### config.mk
export PLATFORM = sky130hd
export DESIGN_NAME = dcg_ram
export DESIGN_NICKNAME = d
export VERILOG_FILES = /design/src/design/dcg_ram.sv
export SDC_FILE = /design/constraint.sdc
export NUM_CORES = 1
export LEC_CHECK = 0
export BUFFER_PORTS_ARGS = -buffer_cell sky130_fd_sc_hd__buf_2
export CORE_UTILIZATION = 30
export CTS_BUF_LIST = sky130_fd_sc_hd__clkbuf_2 sky130_fd_sc_hd__clkbuf_4 sky130_fd_sc_hd__clkbuf_8
export DETAILED_ROUTE_END_ITERATION = 8
export SLEW_MARGIN = 15
export SYNTH_ARGS = -nofsm -noshare
export SYNTH_HDL_FRONTEND = slang
export SYNTH_SLANG_ARGS = --single-unit
export TNS_END_PERCENT = 100
### constraint.sdc
create_clock -name clock -period 1.86 [get_ports clock]
set_input_delay 0.279 -clock clock [delete_from_list [all_inputs] [get_ports clock]]
set_output_delay 0.279 -clock clock [all_outputs]
set_load 0.005 [all_outputs]
### src/design/dcg_ram.sv
// ---------------------------------------------------------------------------
// dcg_ram
// Generic simple dual-port RAM, one write and one registered read port.
// ---------------------------------------------------------------------------
module dcg_ram #(
   parameter int WIDTH = 8,
   parameter int DEPTH = 64
) (
   input  logic                     clock,
   input  logic                     wr_en,
   input  logic [$clog2(DEPTH)-1:0] wr_addr,
   input  logic [WIDTH-1:0]         wr_data,
   input  logic [$clog2(DEPTH)-1:0] rd_addr,
   output logic [WIDTH-1:0]         rd_data
);

   logic [WIDTH-1:0] mem_ff [DEPTH];
   logic [WIDTH-1:0] rd_data_ff;

   always_ff @(posedge clock) begin
      if (wr_en) begin
         mem_ff[wr_addr] <= wr_data;
      end
      rd_data_ff <= mem_ff[rd_addr];
   end

   assign rd_data = rd_data_ff;

endmodule

**After elaboration in Yosys (flattened, before gate mapping)**

Memories as Yosys holds them, arrays and structs flattened. A register that Yosys moved wholly into a read port is not among the register bits.
Index checks and enable logic that the tools add are counted.

- Bits in writable memories: 512
- Input bits: 22
- Memories kept: 1
- Flip-flop bits (word level): 0

Memory list:

| name | depth | bits a word | read ports | clocked after memory_dff | wr ports | line | source |
|---|---|---|---|---|---|---|---|
| mem_ff | 64 | 8 | 1 | 1 | 1 | 17 | `logic [WIDTH-1:0] mem_ff [DEPTH];` |

- Muxes and demuxes: 2

Operator list:

| kind | number |
|---|---|
| 1-bit two-way mux | 2 |

**Depth between registers and ports, before layout**

Gate-level depths: netlist of run 1.

- Depth after elaboration: 2
- Mapped depth: 9

**Worst setup path before layout of run 1**

No wires, ideal clock.

- Path type: input to register
- From: in rd_addr[1]
- To: reg rd_data_ff[3] (netlist: rd_data[3]) (read register of mem_ff)
- Arrival time: 1.819 ns
- Stages: 7
- Path buffers: 3
- Slack: -0.087 ns
- Data required time: 1.732 ns
- Path through: buf_4 buf_2 buf_2 mux4_2 mux4_2 o21ai_1 o41ai_1

RTL lines:

| what | line | source |
|---|---|---|
| start: declaration | 13 | `input logic [$clog2(DEPTH)-1:0] rd_addr,` |
| end: declaration | 18 | `logic [WIDTH-1:0] rd_data_ff;` |

==> results of run 1 <==
==> synthesized netlist by cell type (3+ instances only) <==
| cell | number |
|---|---|
| sky130_fd_sc_hd__a211oi_1 | 4 |
| sky130_fd_sc_hd__a21oi_1 | 3 |
| sky130_fd_sc_hd__a221oi_1 | 6 |
| sky130_fd_sc_hd__a22oi_1 | 3 |
| sky130_fd_sc_hd__buf_1 | 4 |
| sky130_fd_sc_hd__buf_2 | 11 |
| sky130_fd_sc_hd__buf_4 | 13 |
| sky130_fd_sc_hd__buf_6 | 4 |
| sky130_fd_sc_hd__clkbuf_1 | 17 |
| sky130_fd_sc_hd__dfxtp_1 | 8 |
| sky130_fd_sc_hd__edfxtp_1 | 512 |
| sky130_fd_sc_hd__mux2_2 | 13 |
| sky130_fd_sc_hd__mux2i_1 | 23 |
| sky130_fd_sc_hd__mux4_2 | 126 |
| sky130_fd_sc_hd__nand2_1 | 19 |
| sky130_fd_sc_hd__nand2b_1 | 7 |
| sky130_fd_sc_hd__nand3_1 | 13 |
| sky130_fd_sc_hd__nand3b_1 | 3 |
| sky130_fd_sc_hd__nor2_1 | 83 |
| sky130_fd_sc_hd__nor2b_1 | 14 |
| sky130_fd_sc_hd__nor3_1 | 7 |
| sky130_fd_sc_hd__o2111ai_1 | 3 |
| sky130_fd_sc_hd__o221ai_1 | 8 |
| sky130_fd_sc_hd__o22ai_1 | 8 |
| sky130_fd_sc_hd__o2bb2ai_1 | 3 |
==> how the worst max path moves through the flow <==
stage	from	endpoint	slack (ns)	cells after the start
after CTS	mem_ff[20][4]	rd_data[4]	-0.1	6
after detailed placement	rd_addr[0]	rd_data[4]	-0.63	7
after global placement	rd_addr[0]	rd_data[4]	-0.64	7
after global routing	mem_ff[21][6]	rd_data[6]	-0.14	6
after floorplan	rd_addr[1]	rd_data[7]	0.006	8
final	mem_ff[20][4]	rd_data[4]	-0.1	6
==> routing by layer <==
metal  wire (um)  vias up  track usage, %
li1            -     4413               -
met1       21400     5402            20.2
met2       22300      364            21.8
met3        3300       84            3.73
met4        1120        4            4.44
met5          28        -               0
==> sequential cells by signal, summed over array words and instances, names as in the netlist <==
signal	count
rd_data	8
mem_ff	512
==> per-stage QoR <==
step                      setup TNS [ns]  std cells  power [W]  utilization, %
final                             -0.222       2102     0.0238            36.7
after global routing              -0.391       2101     0.0246            36.7
after CTS                         -0.237       2101     0.0241            36.7
after detailed placement           -4.34       1957     0.0147            34.2
after global placement             -4.24       1957     0.0146            34.2
after floorplan                        0        940     0.0139               -
==> kinds of logic (layout without fill, tap and decap cells) <==
| family | count (synthesis) | count (layout) | share of synthesized area [%] |
|---|---|---|---|
| multiplexers | 162 | 162 | 15.9 |
| buffers and inverters | 51 | 348 | 1.57 |
| AO/OA/AOI/OAI | 54 | 54 | 2.07 |
| AND/OR/NAND/NOR | 153 | 153 | 3.39 |
| flip-flops | 520 | 520 | 77.0 |
| other | 0 | 1 | 0 |
==> critical path: stages (launching register included) <==
cell and delay, ns:
sky130_fd_sc_hd__edfxtp_1 0.37, sky130_fd_sc_hd__mux4_2 0.46, sky130_fd_sc_hd__mux2_4 0.29, sky130_fd_sc_hd__o221a_4 0.27, sky130_fd_sc_hd__nor3_4 0.20, sky130_fd_sc_hd__buf_6 0.15, sky130_fd_sc_hd__o32ai_2 0.08
==> layout by cell type (no fill, tap or decap), drive strengths merged, types with 3 or more instances in the layout <==
master and n:
edfxtp 512, buf 203, clkbuf 127, mux4 126, nor2 83, mux2i 23
nand2 19, clkinv 17, nor2b 14, nand3 13, mux2 13, o221ai 8
o22ai 8, dfxtp 8, nand2b 7, nor3 7, a221oi 6, a211oi 4
o21ai 4, nand3b 3, a21oi 3, a22oi 3, o2111ai 3, o2bb2ai 3
==> repair_timing <==
item	CTS	global route
pin swaps	2	0
hold endpoints to repair	0	0
setup endpoints to repair	5	8
gates resized for setup	16	5
==> layout make-up <==
| type | instances | area (um^2) | area share (%) |
|---|---|---|---|
| sequential | 520 | 15500 | 64.0 |
| multi-input combinational | 369 | 4410 | 18.2 |
| timing repair buffer | 204 | 1670 | 6.88 |
| clock buffer | 126 | 1500 | 6.19 |
| tap | 864 | 1080 | 4.45 |
| clock inverter | 18 | 76.3 | 0.314 |
| antenna | 1 | 2.50 | 0.0103 |
==> power groups by stage <==
stage | logic [W] | clock network, W | registers [W]
global route | 0.00152 | 0.0101 | 0.0130
CTS | 0.00144 | 0.00960 | 0.0130
floorplan | 0.000696 | 0 | 0.0132
global placement | 0.00138 | 0 | 0.0133
finish | 0.00143 | 0.00939 | 0.0130
detailed placement | 0.00140 | 0 | 0.0133
==> run_results.csv, run 1 <==
group,metric,value,unit
outcome,outcome,"finished with violations",
outcome,violations,"design-rule violations, negative setup slack",
die,floorplan.io_pins,30,
global_route,first_global_vias,10714,
cts,clock_sink_count,520,
cts,post_cts_hold_buffer_count,0,
sta,timing.final.hold_violations,0,
yosys,synth_area_leader_cell,"sky130_fd_sc_hd__edfxtp_1",
power,power.clock.fraction,39.4,%
place,pre_cts_slack,-0.632,ns
detailed_routing,route.antenna.remaining_nets,0,
cts,worst_setup_hold_path_clk_slew,0.07,ns
global_route,grt_max_degree,65,
hold_path,worstHoldEndpoint,"rd_data[0]",
critical_path,cp-end-kind,"flip-flop",
critical_path,critPathRequiredTime,2.35,ns
critical_path,regToRegStartpoint,"mem_ff[20][4]",
critical_path,cp-start-kind,"flip-flop",
yosys,synth.cell_area,20200,um^2
critical_path,reg2reg_slack,-0.1,ns
yosys,netlist.area_leader.share,76.2,%
die,die_h,261,um
global_route,grt_usage,14.4,%
cts,worstSkewPairLatency,0.64,ns
detailed_routing,drt-wirelength-per-cell,22.9,um
place,place_congestion,0.812,
yosys,synth_enable_flop_cells,512,
yosys,synth_cell_types,40,
sta,hold_slack,0.140,ns
cts,clock_tree.htree_level_count,3,
critical_path,timing.critical_path.arrival,2.45,ns
global_route,global_route_wire_length_before_repair,71.2,mm
power,power.ir.vdd_worst,0.486,mV
final_layout,finish.net_count,1199,
sta,final.min_clock_period,1.96,ns
power,power.share.switching,21.5,%
power,cellLeakagePower,7.91,nW
detailed_routing,violation_count_after_the_first_detailed_routing_iteration,963,
power,switching_power,0.00513,W
power,power_density,982,nW/um^2
sta,fin_skew,0.0252,ns
yosys,syn_inst,940,
critical_path,setup.worst_path.class,"reg -> reg",
detailed_routing,firstDrtPassIters,7,
final_layout,drive_gt1_share,39.2,%
detailed_routing,route.detailed.drc,10,
cts,numCtsBuffers,82,
die,placement_rows,94,
final_layout,flow.area_growth_from_synthesis,20.4,%
final_layout,stdcell_area,24300,um^2
sta,worst_slew_margin,46.1,%
yosys,synth-async-reset-ratio,0,%
sta,final-setup-viol-count,3,
detailed_routing,routed_via_density,4.88,
hold_path,worst_hold_path_type,"in -> reg",
sta,rsz0062_at_grt,"true",
cts,tritoncts,"yes",
run,max_cap_viol_count,0,
sta,post-route-period-util,105,%
yosys,synth-seq-area-share,77.0,%
place,io_buffers,29,
global_route,grt_antenna_before_repair,2,
die,core_ar,66100,um^2
critical_path,crit-reg2reg-capture,"rd_data[4]",
power,pwr-share-seq,54.6,%
hold_path,hold_crit_start,"rd_addr[5]",
sta,fmaxAchievable,0.510,GHz
power,power.share.combinational,6.0,%
cts,cts_buffer_depth,3,
sta,final-max-slew-violation-count,0,
detailed_routing,wl,48.1,mm
detailed_routing,detailroute.via_count,10267,
place,detailed_place.area,22600,um^2
yosys,synth_flop_cell,"sky130_fd_sc_hd__edfxtp_1",
final_layout,fillerInstances,6094,
cts,post-cts-setup-buffer-count,0,
yosys,yosysWarnings,0,
critical_path,path_max_fanout,1,
cts,cts.root.buffer_cell,"sky130_fd_sc_hd__clkbuf_8",
power,power_report.internal_total,0.0187,W
yosys,synth.avg_cell_area,21.5,um^2
place,dp_hpwl,30.6,mm
yosys,synth_seq_cells,520,
sta,finalWorstSetupSlack,-0.0993,ns
yosys,synthesis.nets,962,
die,fp.dieW,261,um
hold_path,hold_path_depth,3,
critical_path,timing.reg2reg.worst_path_depth,6,
die,die_ar,68300,um^2
sta,least_margin_pin_slew,0.808,ns
global_route,globalRoute.totalOverflow,0,
yosys,synth.top_cells.by_area,"sky130_fd_sc_hd__edfxtp_1 (76%), sky130_fd_sc_hd__mux4_2 (14%), sky130_fd_sc_hd__nor2_1 (1.5%), sky130_fd_sc_hd__mux2i_1 (1.1%), sky130_fd_sc_hd__dfxtp_1 (0.79%)",
die,floorplan.initialDensity,30.5,%
(Power assumes the default switching activity.)
==> inputs of run 2 (changes only) <==
- clock period: 1.86 -> 1.8 ns (I/O delays scaled with it)
==> run 2 against run 1 <==
Net effect: the flow still finishes with violations (design-rule violations, negative setup slack); die area unchanged; utilization rose by 0.15 points; fmax rose by 4.2%; critical endpoint unchanged; final area grew 0.40%; non-clock buffer count fell by 2; clock-buffer cell count is 12 lower; hold slack lost 0.019 ns; sequential cell count is the same; sequential share of layout area shrank 0.25 points; sequential power is 4% higher; critical path type unchanged; clock power rose by 6.2%.
==> run_results.csv, run 2 (same netlist as run 1, synthesis figures left out) <==
group,metric,value,unit
outcome,outcome,"finished with violations",
outcome,violations,"design-rule violations, negative setup slack",
sta,tns,-0.142,ns
global_route,global_route_wire_length_before_repair,71.6,mm
hold_path,worst_hold_path_type,"in -> reg",
detailed_routing,route.antenna.remaining_nets,0,
die,die_ar,68300,um^2
critical_path,cp-end-kind,"flip-flop",
critical_path,critPathRequiredTime,2.32,ns
cts,tritoncts,"yes",
die,floorplan.io_pins,30,
final_layout,drive_gt1_share,39.8,%
place,pre_cts_slack,-0.906,ns
die,floorplan.initialDensity,30.5,%
place,dp_hpwl,30.9,mm
cts,numCtsBuffers,83,
final_layout,largest_register_ff_count,512,
final_layout,multiInputGateArea,4470,um^2
sta,rsz0062_at_grt,"true",
power,power_density,1020,nW/um^2
detailed_routing,drt-wirelength-per-cell,23.0,um
critical_path,timing.critical_path.arrival,2.40,ns
sta,fin_skew,0.0251,ns
sta,fmaxAchievable,0.532,GHz
place,place_congestion,0.828,
sta,least_margin_pin_slew,0.765,ns
cts,clock_sink_count,520,
hold_path,hold_path_depth,1,
power,cellLeakagePower,7.94,nW
final_layout,finish.net_count,1198,
critical_path,cp-start-kind,"flip-flop",
critical_path,path_max_fanout,1,
sta,finalWorstSetupSlack,-0.0809,ns
detailed_routing,route.detailed.drc,8,
run,max_cap_viol_count,0,
detailed_routing,wl,48.3,mm
final_layout,layout.cells.most_common_list,"sky130_fd_sc_hd__edfxtp_1 (512), sky130_fd_sc_hd__buf_4 (160), sky130_fd_sc_hd__mux4_2 (126)",
sta,final-max-slew-violation-count,0,
global_route,first_global_vias,10654,
place,io_buffers,29,
critical_path,timing.reg2reg.worst_path_depth,5,
final_layout,fillerInstances,6037,
power,power.ir.vdd_worst,0.522,mV
die,placement_rows,94,
global_route,grt_max_degree,65,
cts,cts_buffer_depth,3,
cts,post-cts-setup-buffer-count,0,
final_layout,finalCoreUtilization,36.9,%
sta,timing.final.hold_violations,0,
critical_path,setup.worst_path.class,"reg -> reg",
cts,worstSkewPairLatency,0.64,ns
detailed_routing,violation_count_after_the_first_detailed_routing_iteration,1026,
global_route,grt_antenna_before_repair,5,
cts,cts.root.buffer_cell,"sky130_fd_sc_hd__clkbuf_8",
global_route,globalRoute.totalOverflow,0,
die,die_h,261,um
sta,final.min_clock_period,1.88,ns
sta,final-setup-viol-count,2,
final_layout,mostFrequentLayoutCell,"sky130_fd_sc_hd__edfxtp_1",
global_route,grt_usage,14.5,%
cts,clock_tree.htree_level_count,3,
detailed_routing,detailroute.via_count,10280,
die,core_ar,66100,um^2
detailed_routing,firstDrtPassIters,7,
final_layout,largest-register,"mem_ff",
die,fp.dieW,261,um
cts,worst_setup_hold_path_clk_slew,0.06,ns
sta,worst_slew_margin,49.0,%
final_layout,seqCellArea,15500,um^2
final_layout,flow.area_growth_from_synthesis,20.9,%
sta,post-route-period-util,104,%
detailed_routing,routed_via_density,4.89,
[run 2: cell count changes in the layout (fill, tap and decap cells not counted), moves of 2 or more]
| cell | change |
|---|---|
| sky130_fd_sc_hd__mux2_4 | +4 |
| sky130_fd_sc_hd__o22ai_1 | -3 |
| sky130_fd_sc_hd__nor3_2 | +2 |
| sky130_fd_sc_hd__o22ai_2 | +3 |
| sky130_fd_sc_hd__clkbuf_4 | -11 |
| sky130_fd_sc_hd__mux2_2 | -4 |
| sky130_fd_sc_hd__bufinv_16 | +3 |
| sky130_fd_sc_hd__clkinv_2 | +11 |
| sky130_fd_sc_hd__buf_6 | -2 |
[run 2: what timing repair did]
action,4_1_cts,5_1_grt
hold buffers,1,0
endpoints found under the hold margin,2,0
cloned,0,0
resized for setup,15,15
pin swaps,3,2
setup endpoints to repair,7,7
[run 2: layout make-up]
type	instances	area share, %
Antenna cell	1	0.0103
Clock buffer	114	5.77
Clock inverter	32	0.924
Multi-Input combinational cell	369	18.3
Sequential cell	520	63.7
Tap cell	864	4.44
Timing Repair Buffer	202	6.77
[run 2: worst paths after layout]
kind	slack [ns]	to	from
setup / recovery	-0.08	rd_data[4]	mem_ff[29][4]
hold reg to reg	0.81	rd_data[6]	mem_ff[30][6]
hold / removal	0.12	mem_ff[51][4]	wr_data[4]
setup reg to reg	-0.08	rd_data[4]	mem_ff[29][4]
[run 2: per-layer routing]
metal | GRT usage, % | wire length [um]
met1 | 20.0 | 20800
met3 | 4.43 | 4120
met5 | 0 | 55
met4 | 3.75 | 958
met2 | 22.1 | 22300
[run 2: per-stage QoR]
stage | cell area, um^2 | hold slack [ns] | cells | power [W]
after floorplan | 20200 | 0.369 | 940 | 0.0144
after global placement | 22600 | 0.675 | 1954 | 0.0151
after detailed placement | 22600 | 0.673 | 1954 | 0.0152
after CTS | 24300 | 0.0643 | 2101 | 0.0252
after global routing | 24400 | 0.0769 | 2101 | 0.0257
final | 24400 | 0.120 | 2102 | 0.0249
[run 2: critical path, cell delays in order (launching register included)]
cell and delay [ns]:
sky130_fd_sc_hd__edfxtp_1 0.36, sky130_fd_sc_hd__mux4_2 0.48, sky130_fd_sc_hd__mux2_4 0.28, sky130_fd_sc_hd__o221a_4 0.27, sky130_fd_sc_hd__nor3_4 0.26, sky130_fd_sc_hd__o32ai_2 0.11
[run 2: where the power goes]
part / internal (W) / switching [W]
Clock: 0.00548 / 0.00449
Combinational: 0.000643 / 0.000834
Sequential: 0.0134 / 0.0000588
Total: 0.0195 / 0.00538
==> inputs of run 3 (changes only) <==
- BUFFER_PORTS_ARGS: -buffer_cell sky130_fd_sc_hd__buf_2 -> -buffer_cell sky130_fd_sc_hd__clkbuf_2
- SETUP_SLACK_MARGIN: default -> 0.02
==> run 3 against run 2 <==
Net effect: the run still ends with design-rule violations, negative setup slack left; combinational power hardly changed; critical endpoint is now rd_data[6]; critical path depth rose by 1; clock power down 2%; die area is the same.
==> run_results.csv, run 3 (same netlist as run 1, synthesis figures left out) <==
group,metric,value,unit
critical_path,timing.critical_path.arrival,2.46,ns
final_layout,mostFrequentLayoutCell,"sky130_fd_sc_hd__edfxtp_1",
power,power.ir.vdd_worst,0.513,mV
hold_path,worst_hold_path_type,"in -> reg",
cts,cts_buffer_depth,3,
detailed_routing,route.antenna.remaining_nets,0,
cts,cts.root.buffer_cell,"sky130_fd_sc_hd__clkbuf_8",
final_layout,largest_register_ff_count,512,
sta,final.min_clock_period,1.93,ns
sta,worst_slew_margin,50.8,%
detailed_routing,firstDrtPassIters,9,
power,switching_power,0.00526,W
final_layout,finish.net_count,1200,
power,power_density,1020,nW/um^2
cts,worstSkewPairLatency,0.65,ns
hold_path,hold_crit_start,"wr_data[2]",
final_layout,seqCellArea,15500,um^2
critical_path,cp-end-kind,"flip-flop",
detailed_routing,route.detailed.drc,6,
die,die_ar,68300,um^2
final_layout,drive_gt1_share,39.6,%
die,floorplan.initialDensity,30.5,%
place,io_buffers,29,
critical_path,timing.reg2reg.worst_path_depth,6,
detailed_routing,wl,47.4,mm
cts,clock_tree.htree_level_count,3,
global_route,grt_antenna_before_repair,5,
sta,fin_skew,0.0210,ns
die,floorplan.io_pins,30,
sta,finalWorstSetupSlack,-0.134,ns
sta,post-route-period-util,107,%
outcome,violations,"design-rule violations, negative setup slack",
critical_path,cp-start-kind,"flip-flop",
sta,tns,-0.308,ns
power,cellLeakagePower,7.90,nW
final_layout,largest-register,"mem_ff",
final_layout,flow.area_growth_from_synthesis,20.7,%
place,place_congestion,0.844,
power,power_report.internal_total,0.0195,W
sta,fmaxAchievable,0.517,GHz
sta,least_margin_pin_slew,0.738,ns
global_route,global_route_wire_length_before_repair,70.4,mm
sta,final-setup-viol-count,4,
critical_path,reg2reg_slack,-0.13,ns
critical_path,path_max_fanout,1,
global_route,grt_usage,14.3,%
die,core_ar,66100,um^2
power,power.share.combinational,6.0,%
sta,timing.final.hold_violations,0,
run,max_cap_viol_count,0,
power,power.clock.fraction,39.6,%
critical_path,crit-reg2reg-capture,"rd_data[6]",
cts,tritoncts,"yes",
die,placement_rows,94,
global_route,grt_max_degree,65,
critical_path,setup.worst_path.class,"reg -> reg",
power,power.share.switching,21.3,%
cts,clock_sink_count,520,
sta,hold_slack,0.126,ns
detailed_routing,routed_via_density,4.82,
detailed_routing,detailroute.via_count,10126,
hold_path,hold_path_depth,2,
final_layout,layout.cells.most_common_list,"sky130_fd_sc_hd__edfxtp_1 (512), sky130_fd_sc_hd__buf_4 (161), sky130_fd_sc_hd__mux4_2 (126)",
outcome,outcome,"finished with violations",
detailed_routing,drt-wirelength-per-cell,22.6,um
detailed_routing,violation_count_after_the_first_detailed_routing_iteration,943,
cts,numCtsBuffers,84,
die,die_h,261,um
global_route,globalRoute.totalOverflow,0,
sta,final-max-slew-violation-count,0,
die,fp.dieW,261,um
critical_path,critPathRequiredTime,2.33,ns
place,dp_hpwl,30.3,mm
critical_path,regToRegStartpoint,"mem_ff[29][6]",
power,pwr-share-seq,54.4,%
final_layout,fillerInstances,6085,
cts,worst_setup_hold_path_clk_slew,0.06,ns
sta,rsz0062_at_grt,"true",
global_route,first_global_vias,10648,
final_layout,multiInputGateArea,4480,um^2
hold_path,worstHoldEndpoint,"mem_ff[15][2]",
[run 3: cell count changes in the layout (fill, tap and decap cells not counted), moves of 2 or more]
cell / before / now
sky130_fd_sc_hd__buf_6: 0 / 2
sky130_fd_sc_hd__clkbuf_4: 26 / 32
sky130_fd_sc_hd__clkinv_1: 12 / 14
sky130_fd_sc_hd__o22ai_2: 3 / 0
sky130_fd_sc_hd__buf_12: 15 / 13
sky130_fd_sc_hd__o22ai_1: 5 / 8
sky130_fd_sc_hd__buf_2: 25 / 0
sky130_fd_sc_hd__clkinv_2: 15 / 4
sky130_fd_sc_hd__mux2_2: 7 / 12
sky130_fd_sc_hd__clkbuf_2: 0 / 26
sky130_fd_sc_hd__mux2_4: 6 / 1
[run 3: layer usage]
layer / GRT usage, % / part of all wire, % / vias up
li1: - / - / 4415
met1: 19.5 / 43 / 5321
met2: 21.9 / 47 / 319
met3: 4.70 / 8.4 / 63
met4: 3.81 / 1.7 / 8
met5: 0 / 0.11 / -
[run 3: final cells by class]
cell class,instances,share of cell area (%)
antenna,2,0.0206
clock buffer,120,5.96
clock inverter,23,0.637
multi-input combinational,369,18.4
sequential,520,63.8
tap,864,4.44
timing repair buffer,203,6.72
[run 3: worst max-delay path: stages (launching register included)]
cell	delay, ns
sky130_fd_sc_hd__edfxtp_1	0.36
sky130_fd_sc_hd__mux4_2	0.49
sky130_fd_sc_hd__mux2_4	0.28
sky130_fd_sc_hd__o221a_4	0.27
sky130_fd_sc_hd__nor3_2	0.16
sky130_fd_sc_hd__buf_4	0.17
sky130_fd_sc_hd__o32ai_2	0.09
[run 3: power groups by stage]
stage / sequential, W / combinational, W / clock, W
after floorplan: 0.0137 / 0.000726 / 0
after global placement: 0.0137 / 0.00141 / 0
after detailed placement: 0.0137 / 0.00144 / 0
after CTS: 0.0134 / 0.00149 / 0.0101
after global routing: 0.0134 / 0.00158 / 0.0106
final: 0.0134 / 0.00148 / 0.00981
[run 3: what timing repair did]
item	CTS	global route
setup buffers	0	0
hold buffers	0	0
endpoints found under the setup margin	8	7
pin swaps	3	2
hold endpoints to repair	0	0
resized for setup	26	6
[run 3: through the flow]
stage | std cells | instance area, um^2 | power, W | worst slack (ns) | utilization, %
after floorplan | 940 | 20200 | 0.0144 | -0.0185 | -
after global placement | 1956 | 22600 | 0.0151 | -0.955 | 34.1
after detailed placement | 1956 | 22600 | 0.0151 | -0.919 | 34.1
after CTS | 2099 | 24300 | 0.0250 | -0.124 | 36.8
after global routing | 2099 | 24300 | 0.0256 | -0.180 | 36.8
final | 2101 | 24300 | 0.0247 | -0.134 | 36.8
[run 3: how the worst max path moves through the flow]
| stage | endpoint | startpoint | slack, ns | depth (start not counted) |
|---|---|---|---|---|
| 2_1_floorplan | rd_data[7] | rd_addr[0] | -0.02 | 7 |
| 3_3_place_gp | rd_data[7] | rd_addr[1] | -0.95 | 9 |
| 3_5_place_dp | rd_data[7] | rd_addr[1] | -0.92 | 9 |
| 4_1_cts | rd_data[6] | mem_ff[29][6] | -0.12 | 6 |
| 5_1_grt | rd_data[6] | mem_ff[29][6] | -0.18 | 6 |
| 6_report | rd_data[6] | mem_ff[29][6] | -0.13 | 6 |
